## config.mk

```make
export PLATFORM = sky130hd
export DESIGN_NAME = three_channel_square_psg
export DESIGN_NICKNAME = d
export VERILOG_FILES = /design/src/rtl/tcsp_pkg.sv /design/src/rtl/three_channel_square_psg.sv
export SDC_FILE = /design/constraint.sdc
export NUM_CORES = 1
export LEC_CHECK = 0
export BUFFER_PORTS_ARGS = -buffer_cell sky130_fd_sc_hd__buf_2
export CORE_AREA = 3 3 159 161
export DETAILED_ROUTE_END_ITERATION = 10
export DIE_AREA = 0 0 162 164
export PLACE_DENSITY = 0.62
export SYNTH_ARGS = -nofsm -noshare
export SYNTH_HDL_FRONTEND = slang
export SYNTH_SLANG_ARGS = --single-unit
```

## constraint.sdc

```tcl
create_clock -name clk -period 6.2 [get_ports clk]
set_clock_uncertainty 0.1 [all_clocks]
set_input_delay 0.93 -clock clk [delete_from_list [all_inputs] [get_ports clk]]
set_output_delay 0.93 -clock clk [all_outputs]
set_load 0.05 [all_outputs]
```

## src/rtl/tcsp_pkg.sv

```systemverilog
// shared types and constants of the three-channel square tone generator
package tcsp_pkg;

  typedef enum logic [2:0] {
    ST_IDLE,
    ST_LOAD,
    ST_DIV,
    ST_FIN,
    ST_DONE
  } state_t;

  // address decode
  localparam logic [15:0] ADDR_MASK  = 16'hE000;
  localparam logic [15:0] ADDR_LATCH = 16'hC000;
  localparam logic [15:0] ADDR_DATA  = 16'hE000;

  // register indexes
  localparam logic [3:0] REG_PERIOD_LO_0 = 4'h0;
  localparam logic [3:0] REG_PERIOD_HI_0 = 4'h1;
  localparam logic [3:0] REG_PERIOD_LO_1 = 4'h2;
  localparam logic [3:0] REG_PERIOD_HI_1 = 4'h3;
  localparam logic [3:0] REG_PERIOD_LO_2 = 4'h4;
  localparam logic [3:0] REG_PERIOD_HI_2 = 4'h5;
  localparam logic [3:0] REG_TONE_MASK   = 4'h7;
  localparam logic [3:0] REG_VOLUME_0    = 4'h8;
  localparam logic [3:0] REG_VOLUME_1    = 4'h9;
  localparam logic [3:0] REG_VOLUME_2    = 4'hA;

  localparam int REG_CHANNELS = 3;

  localparam logic CMD_WRITE  = 1'b0;
  localparam logic CMD_SAMPLE = 1'b1;

  localparam int CYC_W  = 10;
  localparam int CNT_W  = 13;
  localparam int PER_W  = 12;
  localparam int PH_W   = 5;
  localparam int ACC_W  = 10;
  localparam int SMP_W  = 15;

  localparam logic signed [ACC_W-1:0] ACC_SAT_HI = 10'sd255;
  localparam logic signed [ACC_W-1:0] ACC_SAT_LO = -10'sd256;
  localparam logic signed [SMP_W-1:0] SMP_MAX    = 15'sd16383;
  localparam logic signed [SMP_W-1:0] SMP_MIN    = -15'sd16384;

endpackage

```

## src/rtl/three_channel_square_psg.sv

```systemverilog
// top level of the three-channel square tone generator
//
// input channel: one request per handshake. command 0 is a bus write that
// latches a register index (address top bits 110) or writes the selected
// register (top bits 111); it is absorbed in the accept cycle, no result.
// command 1 advances every enabled channel by elapsed_cycles and yields one
// sample on the output channel.
// a sample request visits each channel in turn: one load when the counter does not
// run out, or, when it does, one load, a shared one-bit-per-cycle restoring
// divider that finds how many periods passed, and one finish; then the sum is
// handed to the output register.
// in_ready is high only while the sequencer is idle, so a new sample request is
// not taken until the sequencer is done with the last one; bus writes are taken
// one per cycle while the sequencer is idle.
// the sample sits in an output register; bus writes are still taken while
// it waits. a stalled receiver holds the next sample in the sequencer until
// the register frees up.
// reset (rst_n low, synchronous) clears the control state and the tone registers,
// phases to zero and down-counters to one; datapath and output sample registers are not reset.
module three_channel_square_psg #(
  parameter int CHANNEL_COUNT = 3
) (
  input  logic                            clk,
  input  logic                            rst_n,
  input  logic                            in_valid,
  output logic                            in_ready,
  input  logic                            in_command,
  input  logic [15:0]                     in_bus_address,
  input  logic [7:0]                      in_write_value,
  input  logic [tcsp_pkg::CYC_W-1:0]      in_elapsed_cycles,
  output logic                            out_valid,
  input  logic                            out_ready,
  output logic signed [tcsp_pkg::SMP_W-1:0] out_sample
);

  localparam int CH_W = (CHANNEL_COUNT > 1) ? $clog2(CHANNEL_COUNT) : 1;
  localparam logic [CH_W-1:0] CH_LAST = CH_W'(CHANNEL_COUNT - 1);
  localparam int CYC_W = tcsp_pkg::CYC_W;
  localparam int CNT_W = tcsp_pkg::CNT_W;
  localparam int PER_W = tcsp_pkg::PER_W;
  localparam int PH_W  = tcsp_pkg::PH_W;
  localparam int ACC_W = tcsp_pkg::ACC_W;
  localparam int SMP_W = tcsp_pkg::SMP_W;

  tcsp_pkg::state_t state_r, state_nxt;

  logic [3:0]             idx_r, idx_nxt;
  logic [2:0]             mask_r, mask_nxt;
  logic [PER_W-1:0]       period_r [CHANNEL_COUNT];
  logic [PER_W-1:0]       period_nxt [CHANNEL_COUNT];
  logic [3:0]             vol_r [CHANNEL_COUNT];
  logic [3:0]             vol_nxt [CHANNEL_COUNT];
  logic [PH_W-1:0]        phase_r [CHANNEL_COUNT];
  logic [PH_W-1:0]        phase_nxt [CHANNEL_COUNT];
  logic [CNT_W-1:0]       count_r [CHANNEL_COUNT];
  logic [CNT_W-1:0]       count_nxt [CHANNEL_COUNT];

  logic [CH_W-1:0]        ch_r, ch_nxt;
  logic [CYC_W-1:0]       cyc_r, cyc_nxt;
  logic signed [ACC_W-1:0] acc_r, acc_nxt;
  logic [CYC_W-1:0]       dvd_r, dvd_nxt;
  logic [CYC_W-1:0]       rem_r, rem_nxt;
  logic [PH_W-1:0]        quo_r, quo_nxt;
  logic [3:0]             bit_r, bit_nxt;
  logic                   out_valid_r, out_valid_nxt;
  logic signed [SMP_W-1:0] out_sample_r, out_sample_nxt;

  logic                   in_acc;
  logic                   out_free;
  logic                   ch_off;
  logic                   ch_last;
  logic [CNT_W:0]         diff;
  logic [CNT_W:0]         diff_neg;
  logic                   wrap;
  logic [CNT_W-1:0]       step;
  logic [CYC_W:0]         rem_sh;
  logic                   rem_ge;
  logic [PH_W-1:0]        phase_fin;
  logic [PH_W-1:0]        phase_use;
  logic [5:0]             vol3;
  logic signed [ACC_W-1:0] contrib;
  logic signed [ACC_W-1:0] acc_sum;

  // shared datapath terms
  always_comb begin
    in_acc   = in_valid && in_ready;
    out_free = !out_valid_r || out_ready;
    ch_last  = (ch_r == CH_LAST);
    ch_off   = (int'(ch_r) < tcsp_pkg::REG_CHANNELS) && mask_r[ch_r];
    step     = CNT_W'(period_r[ch_r]) + CNT_W'(1);
    diff     = {1'b0, count_r[ch_r]} - (CNT_W+1)'(cyc_r);
    diff_neg = (CNT_W+1)'(0) - diff;
    wrap     = diff[CNT_W] || (diff == '0);
    rem_sh   = {rem_r, dvd_r[CYC_W-1]};
    rem_ge   = (CNT_W'(rem_sh) >= step);
    phase_fin = phase_r[ch_r] + quo_r + PH_W'(1);
    phase_use = (state_r == tcsp_pkg::ST_FIN) ? phase_fin : phase_r[ch_r];
    vol3     = {1'b0, vol_r[ch_r], 1'b0} + {2'b00, vol_r[ch_r]};
    contrib  = phase_use[PH_W-1] ? ACC_W'(signed'({1'b0, vol3}))
                                 : -ACC_W'(signed'({1'b0, vol3}));
    acc_sum  = acc_r + contrib;
  end

  // next state
  always_comb begin
    state_nxt = state_r;
    case (state_r)
      tcsp_pkg::ST_IDLE: begin
        if (in_acc && in_command == tcsp_pkg::CMD_SAMPLE) state_nxt = tcsp_pkg::ST_LOAD;
      end
      tcsp_pkg::ST_LOAD: begin
        if (!ch_off && wrap) state_nxt = tcsp_pkg::ST_DIV;
        else if (ch_last) state_nxt = tcsp_pkg::ST_DONE;
      end
      tcsp_pkg::ST_DIV: begin
        if (bit_r == '0) state_nxt = tcsp_pkg::ST_FIN;
      end
      tcsp_pkg::ST_FIN: begin
        state_nxt = ch_last ? tcsp_pkg::ST_DONE : tcsp_pkg::ST_LOAD;
      end
      tcsp_pkg::ST_DONE: begin
        if (out_free) state_nxt = tcsp_pkg::ST_IDLE;
      end
      default: state_nxt = tcsp_pkg::ST_IDLE;
    endcase
  end

  // outputs
  always_comb begin
    in_ready   = (state_r == tcsp_pkg::ST_IDLE);
    out_valid  = out_valid_r;
    out_sample = out_sample_r;
  end

  // register file and sequencer datapath
  always_comb begin
    idx_nxt        = idx_r;
    mask_nxt       = mask_r;
    period_nxt     = period_r;
    vol_nxt        = vol_r;
    phase_nxt      = phase_r;
    count_nxt      = count_r;
    ch_nxt         = ch_r;
    cyc_nxt        = cyc_r;
    acc_nxt        = acc_r;
    dvd_nxt        = dvd_r;
    rem_nxt        = rem_r;
    quo_nxt        = quo_r;
    bit_nxt        = bit_r;
    out_valid_nxt  = out_valid_r;
    out_sample_nxt = out_sample_r;

    if (out_valid_r && out_ready) out_valid_nxt = 1'b0;

    case (state_r)
      tcsp_pkg::ST_IDLE: begin
        if (in_acc && in_command == tcsp_pkg::CMD_WRITE) begin
          if ((in_bus_address & tcsp_pkg::ADDR_MASK) == tcsp_pkg::ADDR_LATCH) begin
            idx_nxt = in_write_value[3:0];
          end else if ((in_bus_address & tcsp_pkg::ADDR_MASK) == tcsp_pkg::ADDR_DATA) begin
            case (idx_r) inside
              tcsp_pkg::REG_PERIOD_LO_0, tcsp_pkg::REG_PERIOD_LO_1,
              tcsp_pkg::REG_PERIOD_LO_2: begin
                for (int c = 0; c < CHANNEL_COUNT; c++) begin
                  if (c == int'(idx_r[2:1])) period_nxt[c][7:0] = in_write_value;
                end
              end
              tcsp_pkg::REG_PERIOD_HI_0, tcsp_pkg::REG_PERIOD_HI_1,
              tcsp_pkg::REG_PERIOD_HI_2: begin
                for (int c = 0; c < CHANNEL_COUNT; c++) begin
                  if (c == int'(idx_r[2:1])) period_nxt[c][11:8] = in_write_value[3:0];
                end
              end
              tcsp_pkg::REG_TONE_MASK: begin
                mask_nxt = in_write_value[2:0];
              end
              [tcsp_pkg::REG_VOLUME_0 : tcsp_pkg::REG_VOLUME_2]: begin
                for (int c = 0; c < CHANNEL_COUNT; c++) begin
                  if (c == int'(idx_r[1:0])) vol_nxt[c] = in_write_value[3:0];
                end
              end
              default: ;
            endcase
          end
        end else if (in_acc) begin
          cyc_nxt = in_elapsed_cycles;
          ch_nxt  = '0;
          acc_nxt = '0;
        end
      end
      tcsp_pkg::ST_LOAD: begin
        if (ch_off) begin
          ch_nxt = ch_r + CH_W'(1);
        end else if (wrap) begin
          dvd_nxt = diff_neg[CYC_W-1:0];
          rem_nxt = '0;
          quo_nxt = '0;
          bit_nxt = 4'(CYC_W - 1);
        end else begin
          count_nxt[ch_r] = diff[CNT_W-1:0];
          acc_nxt         = acc_sum;
          ch_nxt          = ch_r + CH_W'(1);
        end
      end
      tcsp_pkg::ST_DIV: begin
        rem_nxt = rem_ge ? CYC_W'(CNT_W'(rem_sh) - step) : rem_sh[CYC_W-1:0];
        quo_nxt = {quo_r[PH_W-2:0], rem_ge};
        dvd_nxt = {dvd_r[CYC_W-2:0], 1'b0};
        bit_nxt = bit_r - 4'd1;
      end
      tcsp_pkg::ST_FIN: begin
        count_nxt[ch_r] = step - CNT_W'(rem_r);
        phase_nxt[ch_r] = phase_fin;
        acc_nxt         = acc_sum;
        ch_nxt          = ch_r + CH_W'(1);
      end
      tcsp_pkg::ST_DONE: begin
        if (out_free) begin
          out_valid_nxt = 1'b1;
          if (acc_r > tcsp_pkg::ACC_SAT_HI) out_sample_nxt = tcsp_pkg::SMP_MAX;
          else if (acc_r < tcsp_pkg::ACC_SAT_LO) out_sample_nxt = tcsp_pkg::SMP_MIN;
          else out_sample_nxt = {acc_r[8:0], 6'b000000};
        end
      end
      default: ;
    endcase
  end

  always_ff @(posedge clk) begin
    if (!rst_n) begin
      state_r     <= tcsp_pkg::ST_IDLE;
      idx_r       <= '0;
      mask_r      <= '0;
      ch_r        <= '0;
      out_valid_r <= 1'b0;
      for (int c = 0; c < CHANNEL_COUNT; c++) begin
        period_r[c] <= '0;
        vol_r[c]    <= '0;
        phase_r[c]  <= '0;
        count_r[c]  <= CNT_W'(1);
      end
    end else begin
      state_r     <= state_nxt;
      idx_r       <= idx_nxt;
      mask_r      <= mask_nxt;
      ch_r        <= ch_nxt;
      out_valid_r <= out_valid_nxt;
      period_r    <= period_nxt;
      vol_r       <= vol_nxt;
      phase_r     <= phase_nxt;
      count_r     <= count_nxt;
    end
  end

  always_ff @(posedge clk) begin
    cyc_r        <= cyc_nxt;
    acc_r        <= acc_nxt;
    dvd_r        <= dvd_nxt;
    rem_r        <= rem_nxt;
    quo_r        <= quo_nxt;
    bit_r        <= bit_nxt;
    out_sample_r <= out_sample_nxt;
  end

`ifndef SYNTH
  a_rem_below_step: assert property (@(posedge clk) disable iff (!rst_n)
    state_r == tcsp_pkg::ST_DIV |-> CNT_W'(rem_r) < step)
    else $error("divider remainder not below step");

  a_sample_starts: assert property (@(posedge clk) disable iff (!rst_n)
    in_acc && in_command == tcsp_pkg::CMD_SAMPLE |=> state_r == tcsp_pkg::ST_LOAD && ch_r == '0)
    else $error("sample request did not start the sequencer");

  a_out_from_done: assert property (@(posedge clk) disable iff (!rst_n)
    $rose(out_valid_r) |-> $past(state_r) == tcsp_pkg::ST_DONE)
    else $error("sample presented without finishing a request");

  a_channel_range: assert property (@(posedge clk) disable iff (!rst_n)
    state_r == tcsp_pkg::ST_LOAD || state_r == tcsp_pkg::ST_FIN |-> ch_r <= CH_LAST)
    else $error("channel index out of range");
`endif

endmodule

```

# [Yosys cells after proc, flatten, opt, wreduce, memory -nomap -nowiden]
# Cells that the tools add are included.
[totals] register_bits=179 input_bits=39 elab_cells=183
[op_classes] add_sub_neg=12 n_mux=60 reduce_logical=41 bitwise=7 eq_ne=27 magnitude_cmp=9
[op_table] operator="10-bit 2-to-1 mux" n=10
[op_table] operator="39-bit bitwise mux" n=2
[op_table] operator="39-bit 2-to-1 mux" n=2
[op_table] operator="39-bit one-hot mux with 2 select lines" n=1
[op_table] operator="10-bit one-hot mux with 2 select lines" n=2
[op_table] operator="13-bit 2-to-1 mux" n=3
[op_table] operator="5-bit 2-to-1 mux" n=6
[op_table] operator="10-bit one-hot mux with 3 select lines" n=1
[op_table] operator="7-bit AND reduction" n=4
[op_table] operator="9-bit AND reduction" n=3
[op_table] operator="13-bit binary-select mux with 2-bit select" n=1
[op_table] operator="13-bit demux with 2-bit select" n=1
[op_table] operator="12-bit binary-select mux with 2-bit select" n=1
[op_table] operator="12-bit 2-to-1 mux" n=2
[op_table] operator="3-bit 2-to-1 mux" n=6
[op_table] operator="6-bit AND reduction" n=3
[op_table] operator="4-bit 2-to-1 mux" n=4
[op_table] operator="15-bit bitwise mux" n=1
[op_table] operator="15-bit 2-to-1 mux" n=1
[op_table] operator="3-bit one-hot mux with 5 select lines" n=1
[op_table] operator="14-bit logical NOT" n=1
[op_table] operator="13-bit by 10-bit subtractor with 14-bit output" n=1
[op_table] operator="12-bit by 1-bit adder with 13-bit output (second input constant)" n=1
[op_table] operator="11-bit by 13-bit >= comparator with 1-bit output" n=1
[op_table] operator="other kinds (53)" n=97

# [Logic depth before layout (Yosys ltp)]
[depth] depth_word=12 mapped_depth=25 mapped_depth_nobuf=21

# [Worst setup path after synthesis]
# Ideal clock, no wire load.
[synth_path] kind="register -> register" startpoint="reg ch_r[0]" endpoint="reg bit_r[0] (enable)" stages_incl_launch_ff=17 n_path_buf=5 arrival_ps=6019 setup_ps=455 slack_ps=-374 required_ps=5645 path_cell_list="dfxtp_1 -> buf_4 -> buf_4 -> buf_6 -> buf_2 -> buf_1 -> mux2i_1 -> o21ai_0 -> ha_1 -> a21o_1 -> and2_1 -> or3_1 -> or3b_1 -> a211oi_2 -> a31oi_1 -> nand2b_1 -> o21ai_0"
[synth_between] elab_chain_cells=9 elab_cells_between_ends=14 cone_classes="add/sub: 1; order compare: 1; eq/ne: 2; mux: 5; bitwise: 1; reduce/logical: 4"
[synth_rtl] element="start: declaration" line_no="three_channel_square_psg.sv:58" rtl="logic [CH_W-1:0] ch_r, ch_nxt;"
[synth_rtl] element="start signal: assignment" line_no="three_channel_square_psg.sv:246" rtl="ch_r <= ch_nxt;"
[synth_rtl] element="2-bit NOT with 3-bit output (implied by the code)" line_no="three_channel_square_psg.sv:91" rtl="diff = {1'b0, count_r[ch_r]} - (CNT_W+1)'(cyc_r);"
[synth_rtl] element="13-bit binary-select mux with 2-bit select" line_no="three_channel_square_psg.sv:91"
[synth_rtl] element="13-bit 2-to-1 mux (implied by the code) (2 in a row)" line_no="three_channel_square_psg.sv:91"
[synth_rtl] element="13-bit by 10-bit subtractor with 14-bit output" line_no="three_channel_square_psg.sv:91"
[synth_rtl] element="14-bit logical NOT" line_no="three_channel_square_psg.sv:93" rtl="wrap = diff[CNT_W] || (diff == '0);"
[synth_rtl] element="1-bit logical OR" line_no="three_channel_square_psg.sv:93"
[synth_rtl] element="2-bit != test (no line)"
[synth_rtl] element="3-bit AND reduction (no line) (*)"
[synth_rtl] element="end signal: assignment" line_no="three_channel_square_psg.sv:261" rtl="bit_r <= bit_nxt;"
[synth_rtl] element="end: declaration" line_no="three_channel_square_psg.sv:64" rtl="logic [3:0] bit_r, bit_nxt;"
# Every way passes the cells marked *; elsewhere a longest branch is shown, timed or not. The select of a mux whose other input is x is not followed.
# A chain may end at the register's enable or synchronous reset.

# [Worst setup path in the final report]
[layout_path] startpoint="reg ch_r[0]" endpoint="reg rem_r[3] (enable)"
[layout_between] elab_chain_cells=9 elab_cells_between_ends=14 cone_classes="add/sub: 1; order compare: 1; eq/ne: 2; mux: 5; bitwise: 1; reduce/logical: 4"
[layout_rtl] element="2-bit NOT with 3-bit output (implied by the code)" line_no="three_channel_square_psg.sv:91"
[layout_rtl] element="13-bit binary-select mux with 2-bit select" line_no="three_channel_square_psg.sv:91"
[layout_rtl] element="13-bit 2-to-1 mux (implied by the code) (2 in a row)" line_no="three_channel_square_psg.sv:91"
[layout_rtl] element="13-bit by 10-bit subtractor with 14-bit output" line_no="three_channel_square_psg.sv:91"
[layout_rtl] element="14-bit logical NOT" line_no="three_channel_square_psg.sv:93"
[layout_rtl] element="1-bit logical OR" line_no="three_channel_square_psg.sv:93"
[layout_rtl] element="2-bit != test (no line)"
[layout_rtl] element="3-bit AND reduction (no line) (*)"
[layout_rtl] element="end signal: assignment" line_no="three_channel_square_psg.sv:259" rtl="rem_r <= rem_nxt;"
[layout_rtl] element="end: declaration" line_no="three_channel_square_psg.sv:62" rtl="logic [CYC_W-1:0] rem_r, rem_nxt;"
# Marked as above.

==> impl_metrics.env <==
export IMPL_drt_pass1_iter_count=5
export IMPL_post_route_period_util_pct=82.3
export IMPL_cellPowerDensity_nw_per_um2=226
export IMPL_gp_congestion=0.853
export IMPL_ys_flop_type="dfxtp_1"
export IMPL_drc_errors=0
export IMPL_io_buffers=42
export IMPL_crit_fanout=25
export IMPL_synth_simple_area_share_pct=18.1
export IMPL_via_per_inst=5.26
export IMPL_cts_repair_resized=0
export IMPL_drt_initial_drc_count=369
export IMPL_cts_path_max_buffers=2
export IMPL_synth_top_family_by_area="simple AND/OR/NAND/NOR gates"
export IMPL_io_pins=56
export IMPL_place_inst=1474
export IMPL_clk_pin_slew_worst_paths_ns=0.07
export IMPL_timing_max_transition_violations_final=0
export IMPL_initial_core_util_pct=44.5
export IMPL_synth_edf_count=59
export IMPL_muxShareOfSynthArea_pct=12.7
export IMPL_max_slew_margin_pct=29.4
export IMPL_drive_gt1_share_pct=9.48
export IMPL_cts_sinks=174
export IMPL_syn2layout_area_growth_pct=9.71
export IMPL_cap_violations=0
export IMPL_fillers=2356
export IMPL_cts_setup_buffers=0
export IMPL_root_buffer="clkbuf_16"
export IMPL_holdPathStages=2
export IMPL_worstSetupStartpointType="register"
export IMPL_coreArea_um2=24100
export IMPL_grt_pass1_wl_um=38800
export IMPL_synthCells=1156
export IMPL_wire_per_inst_um=15.5
export IMPL_setup_violations=0
export IMPL_n_antenna_cell=0
export IMPL_critPathKind="reg2reg"
export IMPL_synthXorXnorAreaFrac_pct=4.90
export IMPL_rsz0062_at_grt="false"
export IMPL_grt_overflow=0
export IMPL_final_common_cell="mux2i_1"
export IMPL_seq_area_frac_synth_pct=38.0
export IMPL_grt_start_max_net_pins=71
export IMPL_period_minus_slack_ns=5.10
export IMPL_hold_ws_ns=0.361
export IMPL_netlist_area_um2=10700
export IMPL_r2r_start="ch_r[0]$_SDFFE_PN0P_"
export IMPL_h_tree_depth=4
export IMPL_synth_nets=1259
export IMPL_p_leak_uw=0.00503
export IMPL_worst_pin_slew_ns=1.06
export IMPL_synthAdderAreaFrac_pct=7.89
export IMPL_die_area_um2=26600
export IMPL_tritoncts="done"
export IMPL_clk_latency_ns=0.43
export IMPL_status="finished, final reports clean"
export IMPL_cp_top_family="simple AND/OR/NAND/NOR gates"
export IMPL_hpwl_um=16300
export IMPL_dieWidth_um=162
export IMPL_num_rows=57
export IMPL_grt_pass1_vias=7727
export IMPL_holdPathEnd="count_r[38]$_SDFFE_PN0P_"
export IMPL_slowest_stage="nor2b_4"
export IMPL_hold_path_startpoint="count_r[38]$_SDFFE_PN0P_"
export IMPL_layout_common_cells="133 x mux2i_1, 132 x nand2_1, 114 x dfxtp_1"
export IMPL_r2r_end="rem_r[3]$_SDFFCE_PN0P_"
export IMPL_synth_compound_gate_area_share_pct=13.6
export IMPL_drt_total_wl_um=23400
export IMPL_finalHoldViolations=0
export IMPL_hold_buffers=0
export IMPL_slowest_delay_ns=0.54
export IMPL_yosysUniqueCellTypes=67
export IMPL_grt_usage_pct=18.0
export IMPL_fmax_ghz=0.196
export IMPL_synth_area_per_cell_um2=9.28
export IMPL_crit_chain="nor2b_4 > buf_4 > a21oi_1 > ha_1 > fa_1 > nor2b_1 > o21ai_0 > xor2_1 > o2111a_1 > and4_1 > a31oi_1 > nand2b_1 > o21ai_2 > buf_4"
export IMPL_cts_made_buffers=17
export IMPL_layout_nets=1272
export IMPL_yosysWarnings=0
export IMPL_regToRegSetupSlack_ns=1.10
export IMPL_grt_antenna_before_repair=0
export IMPL_rr_worst_depth=14
export IMPL_crit_top_cell="buf_4"
export IMPL_async_reset_ff_share_pct=0
export IMPL_crit_buf_inv=2
export IMPL_critPathArrivalTime_ns=5.09
export IMPL_endpoint_kind="register"
export IMPL_tns_ns=0
export IMPL_antenna_left=0
export IMPL_hp_class="reg2reg"
export IMPL_finalNonFillerCells=1506
export IMPL_vdd_ir_drop_max_v=0.000167
export IMPL_vias=7915
export IMPL_worstPathRequired_ns=6.19
export IMPL_fp_dieH_um=164
export IMPL_ys_seq_elements=174
==> routing by layer <==
layer	vias to the layer above	global-route usage [%]	part of all wire [%]
met5	-	0	0
met4	0	4.81	1.0
met3	17	3.15	3.0
met2	101	29.3	46
met1	3723	24.8	50
li1	4074	-	-
==> Yosys cell counts, types with 24 or more instances <==
library cell	count	area (µm²)
mux2i_1	133	1330
nand2_1	132	495
dfxtp_1	115	2300
nor2_1	82	308
nor2b_1	68	425
edfxtp_1	59	1770
ha_1	58	726
inv_1	54	203
o21ai_0	46	230
clkbuf_1	44	165
a21oi_1	40	200
xnor2_1	36	315
xor2_1	24	210
==> registers in the layout (all words and copies together) (netlist names), 3 cells and up <==
register    flops
acc_r          10
bit_r           4
count_r        39
cyc_r          10
dvd_r          10
idx_r           4
mask_r          3
out_sample     10
period_r       36
phase_r        15
quo_r           5
rem_r          10
state_r         3
vol_r          12
==> cell type report <==
type	instances	area, µm²	area share, %
clock buffer	20	478	4.06
clock inverter	12	136	1.16
inverter	55	206	1.75
multi-input combinational	865	6150	52.2
sequential	174	4080	34.6
tap	324	405	3.45
timing repair buffer	56	318	2.70
==> how the worst max path moves through the flow <==
stage                         startpoint                      to  cells after the start
detailed placement  ch_r[0]$_SDFFE_PN0P_  acc_r[9]$_SDFFCE_PP0P_                     21
global route        ch_r[0]$_SDFFE_PN0P_  acc_r[9]$_SDFFCE_PP0P_                     21
finish              ch_r[0]$_SDFFE_PN0P_  rem_r[3]$_SDFFCE_PN0P_                     14
floorplan           ch_r[0]$_SDFFE_PN0P_  bit_r[0]$_SDFFCE_PN1P_                     16
CTS                 ch_r[0]$_SDFFE_PN0P_  acc_r[9]$_SDFFCE_PP0P_                     21
global placement    ch_r[0]$_SDFFE_PN0P_  acc_r[9]$_SDFFCE_PP0P_                     21
==> metrics by stage <==
| stage | power (µW) | utilization (%) | setup WS, ns | area (µm²) |
|---|---|---|---|---|
| 2_1_floorplan | 1490 | - | 0.410 | 10700 |
| 3_3_place_gp | 1560 | 46.3 | 1.10 | 11200 |
| 3_5_place_dp | 1570 | 46.3 | 1.08 | 11200 |
| 4_1_cts | 2690 | 48.8 | 1.04 | 11800 |
| 5_1_grt | 2770 | 48.8 | 0.670 | 11800 |
| 6_report | 2660 | 48.8 | 1.10 | 11800 |
==> worst min-delay path, cell delays in order (launching register included) <==
cell and delay, ns:
dfxtp_1 0.31, nand2_1 0.05, mux2i_1 0.05
==> logic make-up (layout without fill, tap and decap cells) <==
kind of cell / after synthesis / count (layout)
XOR/XNOR: 60 / 60
adder cells (fa/ha/maj): 64 / 64
flip-flops: 174 / 174
buffers and inverters: 117 / 143
multiplexers: 136 / 136
AND/OR/NAND/NOR: 395 / 395
AO/OA/AOI/OAI: 210 / 210
==> power breakdown <==
group	total, µW	switching, µW	internal (µW)
Sequential	1240	22.9	1220
Combinational	304	182	122
Clock	1110	485	630
Note: power is estimated with default switching activity, not from simulation.
